### src/ramr_pkg.sv
// Shared types and command codes for the rational add/multiply/reduce unit.
// Used by the top level, its gcd and divider units and the testbench; depends on nothing else.
package ramr_pkg;

  typedef logic [1:0] cmd_t;

  localparam cmd_t CMD_ADD = 2'd0;
  localparam cmd_t CMD_MUL = 2'd1;
  localparam cmd_t CMD_EQ  = 2'd2;

  // Handshake of the iterative helper units.
  typedef struct packed {
    logic start;
  } unit_ctrl_t;

  typedef struct packed {
    logic busy;
    logic done;
  } unit_stat_t;

endpackage

### src/ramr_gcd.sv
// Binary (shift and subtract) greatest common divisor, one step per cycle.
// Depends on ramr_pkg for the control and status structs.
module ramr_gcd #(
  parameter int CW = 33
) (
  input  logic                  clk,
  input  logic                  rst,
  input  ramr_pkg::unit_ctrl_t  ctrl,
  input  logic [CW-1:0]         x,
  input  logic [CW-1:0]         y,
  output ramr_pkg::unit_stat_t  stat,
  output logic [CW-1:0]         g
);
  import ramr_pkg::*;

  localparam int KW = $clog2(CW);

  logic          run;
  logic          done;
  logic [CW-1:0] u;
  logic [CW-1:0] v;
  logic [KW-1:0] k;
  logic [CW-1:0] u_minus_v;
  logic [CW-1:0] v_minus_u;
  logic          u_ge_v;

  assign u_minus_v = u - v;
  assign v_minus_u = v - u;
  assign u_ge_v    = (u >= v);

  always_ff @(posedge clk) begin
    if (rst) begin
      run  <= 1'b0;
      done <= 1'b0;
    end else begin
      done <= 1'b0;
      if (ctrl.start && !run) begin
        run <= 1'b1;
        u   <= x;
        v   <= y;
        k   <= '0;
      end else if (run) begin
        // Both operands are nonzero at start, so only a subtraction of
        // equal values can clear u; v then holds the odd part of the gcd.
        if (u == '0) begin
          run  <= 1'b0;
          done <= 1'b1;
          g    <= v << k;
        end else if (!u[0] && !v[0]) begin
          u <= u >> 1;
          v <= v >> 1;
          k <= k + KW'(1);
        end else if (!u[0]) begin
          u <= u >> 1;
        end else if (!v[0]) begin
          v <= v >> 1;
        end else if (u_ge_v) begin
          u <= u_minus_v >> 1;
        end else begin
          v <= v_minus_u >> 1;
        end
      end
    end
  end

  assign stat.busy = run;
  assign stat.done = done;

endmodule

### src/ramr_div.sv
// Restoring divider, one quotient bit per cycle, shared for both reductions.
// Depends on ramr_pkg for the control and status structs.
module ramr_div #(
  parameter int CW = 33
) (
  input  logic                  clk,
  input  logic                  rst,
  input  ramr_pkg::unit_ctrl_t  ctrl,
  input  logic [CW-1:0]         dividend,
  input  logic [CW-1:0]         divisor,
  output ramr_pkg::unit_stat_t  stat,
  output logic [CW-1:0]         quotient
);
  import ramr_pkg::*;

  localparam int CNTW = $clog2(CW);

  logic            run;
  logic            done;
  logic [CNTW-1:0] cnt;
  logic [CW-1:0]   q;
  logic [CW-1:0]   rem;
  logic [CW-1:0]   d;
  logic [CW:0]     trial;

  assign trial = {rem, q[CW-1]} - {1'b0, d};

  always_ff @(posedge clk) begin
    if (rst) begin
      run  <= 1'b0;
      done <= 1'b0;
    end else begin
      done <= 1'b0;
      if (ctrl.start && !run) begin
        run <= 1'b1;
        q   <= dividend;
        rem <= '0;
        d   <= divisor;
        cnt <= '0;
      end else if (run) begin
        // The remainder always stays below the divisor, so CW bits hold it.
        if (!trial[CW]) begin
          rem <= trial[CW-1:0];
          q   <= {q[CW-2:0], 1'b1};
        end else begin
          rem <= {rem[CW-2:0], q[CW-1]};
          q   <= {q[CW-2:0], 1'b0};
        end
        cnt <= cnt + CNTW'(1);
        if (cnt == CNTW'(CW - 1)) begin
          run  <= 1'b0;
          done <= 1'b1;
        end
      end
    end
  end

  assign quotient  = q;
  assign stat.busy = run;
  assign stat.done = done;

endmodule

### src/rational_add_mul_reduce.sv
// Rational add/multiply with gcd reduction, and raw equality compare.
// Compare and no-op go straight to the result; add and multiply build the products on one
// shared multiplier, then divide numerator and denominator by their gcd, computed at the
// internal width min(2*OPERAND_WIDTH+1, 64); a zero numerator or denominator skips reduction.
// One item at a time: busy stays high until done; the next item is taken in the done cycle.
// Synchronous active-high reset clears the sequencer and the strobe.
module rational_add_mul_reduce #(
  parameter int OPERAND_WIDTH = 16
) (
  input  logic                         clk,
  input  logic                         rst,
  input  logic                         start,
  output logic                         busy,
  input  ramr_pkg::cmd_t               cmd,
  input  logic [OPERAND_WIDTH-1:0]     a_num,
  input  logic [OPERAND_WIDTH-1:0]     a_den,
  input  logic [OPERAND_WIDTH-1:0]     b_num,
  input  logic [OPERAND_WIDTH-1:0]     b_den,
  output logic                         done,
  output logic [2*OPERAND_WIDTH:0]     res_num,
  output logic [2*OPERAND_WIDTH-1:0]   res_den,
  output logic                         is_equal
);
  import ramr_pkg::*;

  localparam int W  = OPERAND_WIDTH;
  localparam int NW = 2 * W + 1;
  localparam int DW = 2 * W;
  // Internal width: a sum at the widest operands wraps at 64 bits.
  localparam int CW = (NW > 64) ? 64 : NW;

  localparam logic [3:0] S_IDLE      = 4'd0;
  localparam logic [3:0] S_MUL1      = 4'd1;
  localparam logic [3:0] S_MUL2      = 4'd2;
  localparam logic [3:0] S_MUL3      = 4'd3;
  localparam logic [3:0] S_CHECK     = 4'd4;
  localparam logic [3:0] S_GCD_GO    = 4'd5;
  localparam logic [3:0] S_GCD_WAIT  = 4'd6;
  localparam logic [3:0] S_DIVN_GO   = 4'd7;
  localparam logic [3:0] S_DIVN_WAIT = 4'd8;
  localparam logic [3:0] S_DIVD_GO   = 4'd9;
  localparam logic [3:0] S_DIVD_WAIT = 4'd10;
  localparam logic [3:0] S_FIN       = 4'd11;

  logic [3:0]    state;
  cmd_t          cmd_q;
  logic [W-1:0]  an;
  logic [W-1:0]  ad;
  logic [W-1:0]  bn;
  logic [W-1:0]  bd;
  logic [CW-1:0] num;
  logic [CW-1:0] den;
  logic [CW-1:0] part;
  logic [CW-1:0] g;
  logic          eq;

  logic [W-1:0]  mul_a;
  logic [W-1:0]  mul_b;
  logic [DW-1:0] prod;

  unit_ctrl_t    gcd_ctrl;
  unit_stat_t    gcd_stat;
  logic [CW-1:0] gcd_out;
  unit_ctrl_t    div_ctrl;
  unit_stat_t    div_stat;
  logic [CW-1:0] div_q;
  logic [CW-1:0] div_in;

  // One multiplier, fed in turn with the partial products: three for an add, two for a multiply.
  always_comb begin
    unique case (state)
      S_MUL1: begin
        mul_a = an;
        mul_b = (cmd_q == CMD_ADD) ? bd : bn;
      end
      S_MUL2: begin
        mul_a = bn;
        mul_b = ad;
      end
      default: begin
        mul_a = ad;
        mul_b = bd;
      end
    endcase
  end

  assign prod = DW'(mul_a) * DW'(mul_b);

  assign gcd_ctrl.start = (state == S_GCD_GO);
  assign div_ctrl.start = (state == S_DIVN_GO) || (state == S_DIVD_GO);
  assign div_in         = (state == S_DIVD_GO) ? den : num;

  ramr_gcd #(.CW(CW)) u_gcd (
    .clk  (clk),
    .rst  (rst),
    .ctrl (gcd_ctrl),
    .x    (num),
    .y    (den),
    .stat (gcd_stat),
    .g    (gcd_out)
  );

  ramr_div #(.CW(CW)) u_div (
    .clk      (clk),
    .rst      (rst),
    .ctrl     (div_ctrl),
    .dividend (div_in),
    .divisor  (g),
    .stat     (div_stat),
    .quotient (div_q)
  );

  always_ff @(posedge clk) begin
    if (rst) begin
      state <= S_IDLE;
      done  <= 1'b0;
    end else begin
      done <= 1'b0;
      unique case (state)
        S_IDLE: begin
          if (start) begin
            cmd_q <= cmd;
            an    <= a_num;
            ad    <= a_den;
            bn    <= b_num;
            bd    <= b_den;
            num   <= '0;
            den   <= '0;
            eq    <= (cmd == CMD_EQ) && (a_num == b_num) && (a_den == b_den);
            if (cmd == CMD_ADD || cmd == CMD_MUL) begin
              state <= S_MUL1;
            end else begin
              state <= S_FIN;
            end
          end
        end
        S_MUL1: begin
          num   <= CW'(prod);
          state <= (cmd_q == CMD_ADD) ? S_MUL2 : S_MUL3;
        end
        S_MUL2: begin
          part  <= CW'(prod);
          state <= S_MUL3;
        end
        S_MUL3: begin
          den <= CW'(prod);
          if (cmd_q == CMD_ADD) begin
            num <= num + part;
          end
          state <= S_CHECK;
        end
        S_CHECK: begin
          // A zero numerator or denominator is passed on unreduced.
          state <= (num == '0 || den == '0) ? S_FIN : S_GCD_GO;
        end
        S_GCD_GO: begin
          state <= S_GCD_WAIT;
        end
        S_GCD_WAIT: begin
          if (gcd_stat.done) begin
            g     <= gcd_out;
            state <= S_DIVN_GO;
          end
        end
        S_DIVN_GO: begin
          state <= S_DIVN_WAIT;
        end
        S_DIVN_WAIT: begin
          if (div_stat.done) begin
            num   <= div_q;
            state <= S_DIVD_GO;
          end
        end
        S_DIVD_GO: begin
          state <= S_DIVD_WAIT;
        end
        S_DIVD_WAIT: begin
          if (div_stat.done) begin
            den   <= div_q;
            state <= S_FIN;
          end
        end
        S_FIN: begin
          res_num  <= NW'(num);
          res_den  <= DW'(den);
          is_equal <= eq;
          done     <= 1'b1;
          state    <= S_IDLE;
        end
        default: begin
          state <= S_IDLE;
        end
      endcase
    end
  end

  assign busy = (state != S_IDLE) || gcd_stat.busy || div_stat.busy;

endmodule

### config.mk
export PLATFORM = sky130hd
export DESIGN_NAME = rational_add_mul_reduce
export DESIGN_NICKNAME = d
export VERILOG_FILES = /design/src/ramr_pkg.sv /design/src/ramr_gcd.sv /design/src/ramr_div.sv /design/src/rational_add_mul_reduce.sv
export SDC_FILE = /design/constraint.sdc
export NUM_CORES = 2
export LEC_CHECK = 0
export BUFFER_PORTS_ARGS = -buffer_cell sky130_fd_sc_hd__clkbuf_2
export CAP_MARGIN = 40
export CORE_MARGIN = 2
export CORE_UTILIZATION = 40
export CTS_CLUSTER_SIZE = 40
export DETAILED_ROUTE_END_ITERATION = 12
export PLACE_DENSITY = 0.52
export SYNTH_ARGS = -nofsm -noshare
export SYNTH_HDL_FRONTEND = slang
export SYNTH_SLANG_ARGS = --single-unit
### constraint.sdc
create_clock -name clk -period 9.8 [get_ports clk]
set_input_delay 1.47 -clock clk [delete_from_list [all_inputs] [get_ports clk]]
set_output_delay 1.47 -clock clk [all_outputs]
set_load 0.01 [all_outputs]
==> impl_metrics.toml <==
[routing]
firstDrtPassIters = 6
ant_nets = 0
via_count = 27800
route.detailed.drc = 0
wl_mm = 114
drt-initial-drc-count = 2678
viasPerCell = 5.66
wl_per_cell_um = 23.2

[critical_path]
arrival_ns = 9.03
crit_type = "reg2reg"
worstPathRequired_ns = 10.18
end_kind = "flop"
worst_setup_path_start_kind = "flop"
crit_fanout = 59

[yosys]
ys_ff_latch = 483
avgSynthCellArea_um2 = 10.2
seq_area_frac_synth = 0.394
syn_nets = 4105
netlist_area_mm2 = 0.0365
synthTopCellsByCount = "edfxtp_1, nor2_1, inv_1"
async_flop_share = 0
synth_top_area_share = 0.390
synth_area_leaders = "edfxtp_1, fa_1, ha_1"
synthCells = 3599
synth-edff-count = 474
yosysWarnings = 0
synth_ff_type = "edfxtp_1"
yosys.area.top_type = "edfxtp_1"
yosysMostFrequentCell = "edfxtp_1"
ys_types = 82

[layout]
drive_gt1_frac = 0.0969
nets = 4194
layout.cells.non_filler = 4911
fillers = 8695
antenna_cells = 0
area_growth_pct = 10.8

[clock_tree]
cts_made_buffers = 55
clk_latency_ns = 0.63
postCtsHoldBufs = 0
cts_tree = "done"
cts_resized = 0
clk_pin_slew_ns = 0.06
clock-sinks = 483
htreeDepth = 2
cts_root_buf = "clkbuf_16"
post_cts_buffers = 0
cts_buffer_depth = 3

[sta]
slew_headroom = 0.294
setup_slack_ns = 1.15
drv_slew = 0
hold_viol = 0
rsz0062_at_grt = "no"
period_share = 0.883
final-setup-viol-count = 0
period_needed_ns = 8.65
skew_ns = 0.0367
tightestPinTransition_ns = 1.06
tns_ns = 0
max_freq_mhz = 116

[grt]
grt_start_max_net_pins = 73
grt_overflow = 0
grt_usage = 0.239
first_global_vias = 27500
grt_pass1_wl_mm = 171
grt_antenna_before_repair = 3

[floorplanning]
fp.dieArea_mm2 = 0.0938
io_pins = 137
die_h_um = 306
die_w_um = 306
row_count = 110
start_util = 0.405
coreArea_mm2 = 0.0903

[placement]
post-place-cells = 4807
hpwl_mm = 87.0
dp_slack_ns = 1.18
place.gp.congestion = 0.940
port_buffers = 136

[flow_run]
drv_cap = 0

[outcome]
outcome = "finished, final reports clean"

[worst_hold_path]
hold_path_class = "reg2reg"
-- per-layer routing --
metal | GRT usage | wire (um)
met5 | 0 | 0
met4 | 0.0682 | 3400
met3 | 0.0235 | 5590
met2 | 0.400 | 54300
met1 | 0.329 | 50500
-- worst max-delay path: stages, from the launching register on --
cell	delay [ns]
dfxtp_1	0.69
nand2b_1	0.33
nor3_2	0.26
buf_4	0.48
and2_1	0.22
a221o_1	0.45
nand2_1	0.16
fa_1	0.55
inv_1	0.05
fa_1	0.49
inv_1	0.06
fa_1	0.53
inv_1	0.05
fa_1	0.45
fa_1	0.52
inv_1	0.06
fa_1	0.47
inv_1	0.04
ha_1	0.32
a21o_1	0.18
a21o_1	0.17
a221oi_1	0.27
o21ai_0	0.24
o22ai_1	0.42
o21ba_2	0.27
o21ai_0	0.12
xor2_1	0.19
a221o_1	0.36
-- layout by cell type (no fill, tap or decap), types with 80 or more instances in the layout --
cell / count
a21o_1: 80
a21oi_1: 209
clkbuf_2: 136
edfxtp_1: 474
fa_1: 198
ha_1: 239
inv_1: 383
mux2i_1: 90
nand2_1: 336
nor2_1: 387
o21ai_0: 159
xnor2_1: 108
-- cell families after synthesis --
group	share of synthesized area
flops	0.394
xor+xnor	0.0436
fa+ha+maj	0.190
compound gates	0.148
buf+inv	0.0583
mux	0.0432
simple gates	0.122
-- cell type report --
| type | instances | area [um^2] | area share |
|---|---|---|---|
| tap | 1176 | 1470 | 0.0364 |
| inverter | 384 | 1440 | 0.0356 |
| clock inverter | 34 | 355 | 0.00878 |
| timing repair buffer | 201 | 1230 | 0.0304 |
| sequential | 483 | 14400 | 0.356 |
| clock buffer | 70 | 1430 | 0.0354 |
| multi-input combinational | 2563 | 20100 | 0.497 |
-- through the flow --
step	cell area [um^2]	hold slack, ns	utilization
2_1_floorplan	36500	0.400	-
5_1_grt	40500	0.416	0.448
6_report	40500	0.411	0.448
3_5_place_dp	38700	0.405	0.428
4_1_cts	40500	0.413	0.448
3_3_place_gp	38600	0.403	0.427
-- state kept, by name (all words and copies together) (netlist names), 16 cells and up --
name            cells
g                  33
res_num            33
u_gcd.v            33
bn                 16
an                 16
ad                 16
u_div.d            33
u_gcd.u            33
u_div.rem          33
part               32
u_div.quotient     33
res_den            32
den                33
bd                 16
u_gcd.g            33
num                33
-- path summary, 6_finish.rpt --
kind / startpoint / end / slack [ns] / depth (start not counted)
setup / recovery: state[1] / num[27] / 1.15 / 27
hold / removal: g[20] / u_div.d[20] / 0.41 / 0
setup reg to reg: state[1] / num[27] / 1.15 / 27
hold reg to reg: g[20] / u_div.d[20] / 0.41 / 0
Power is left out: the tool's default activity adds up to more than one toggle a clock period on the data nets, which glitch-free logic cannot reach.
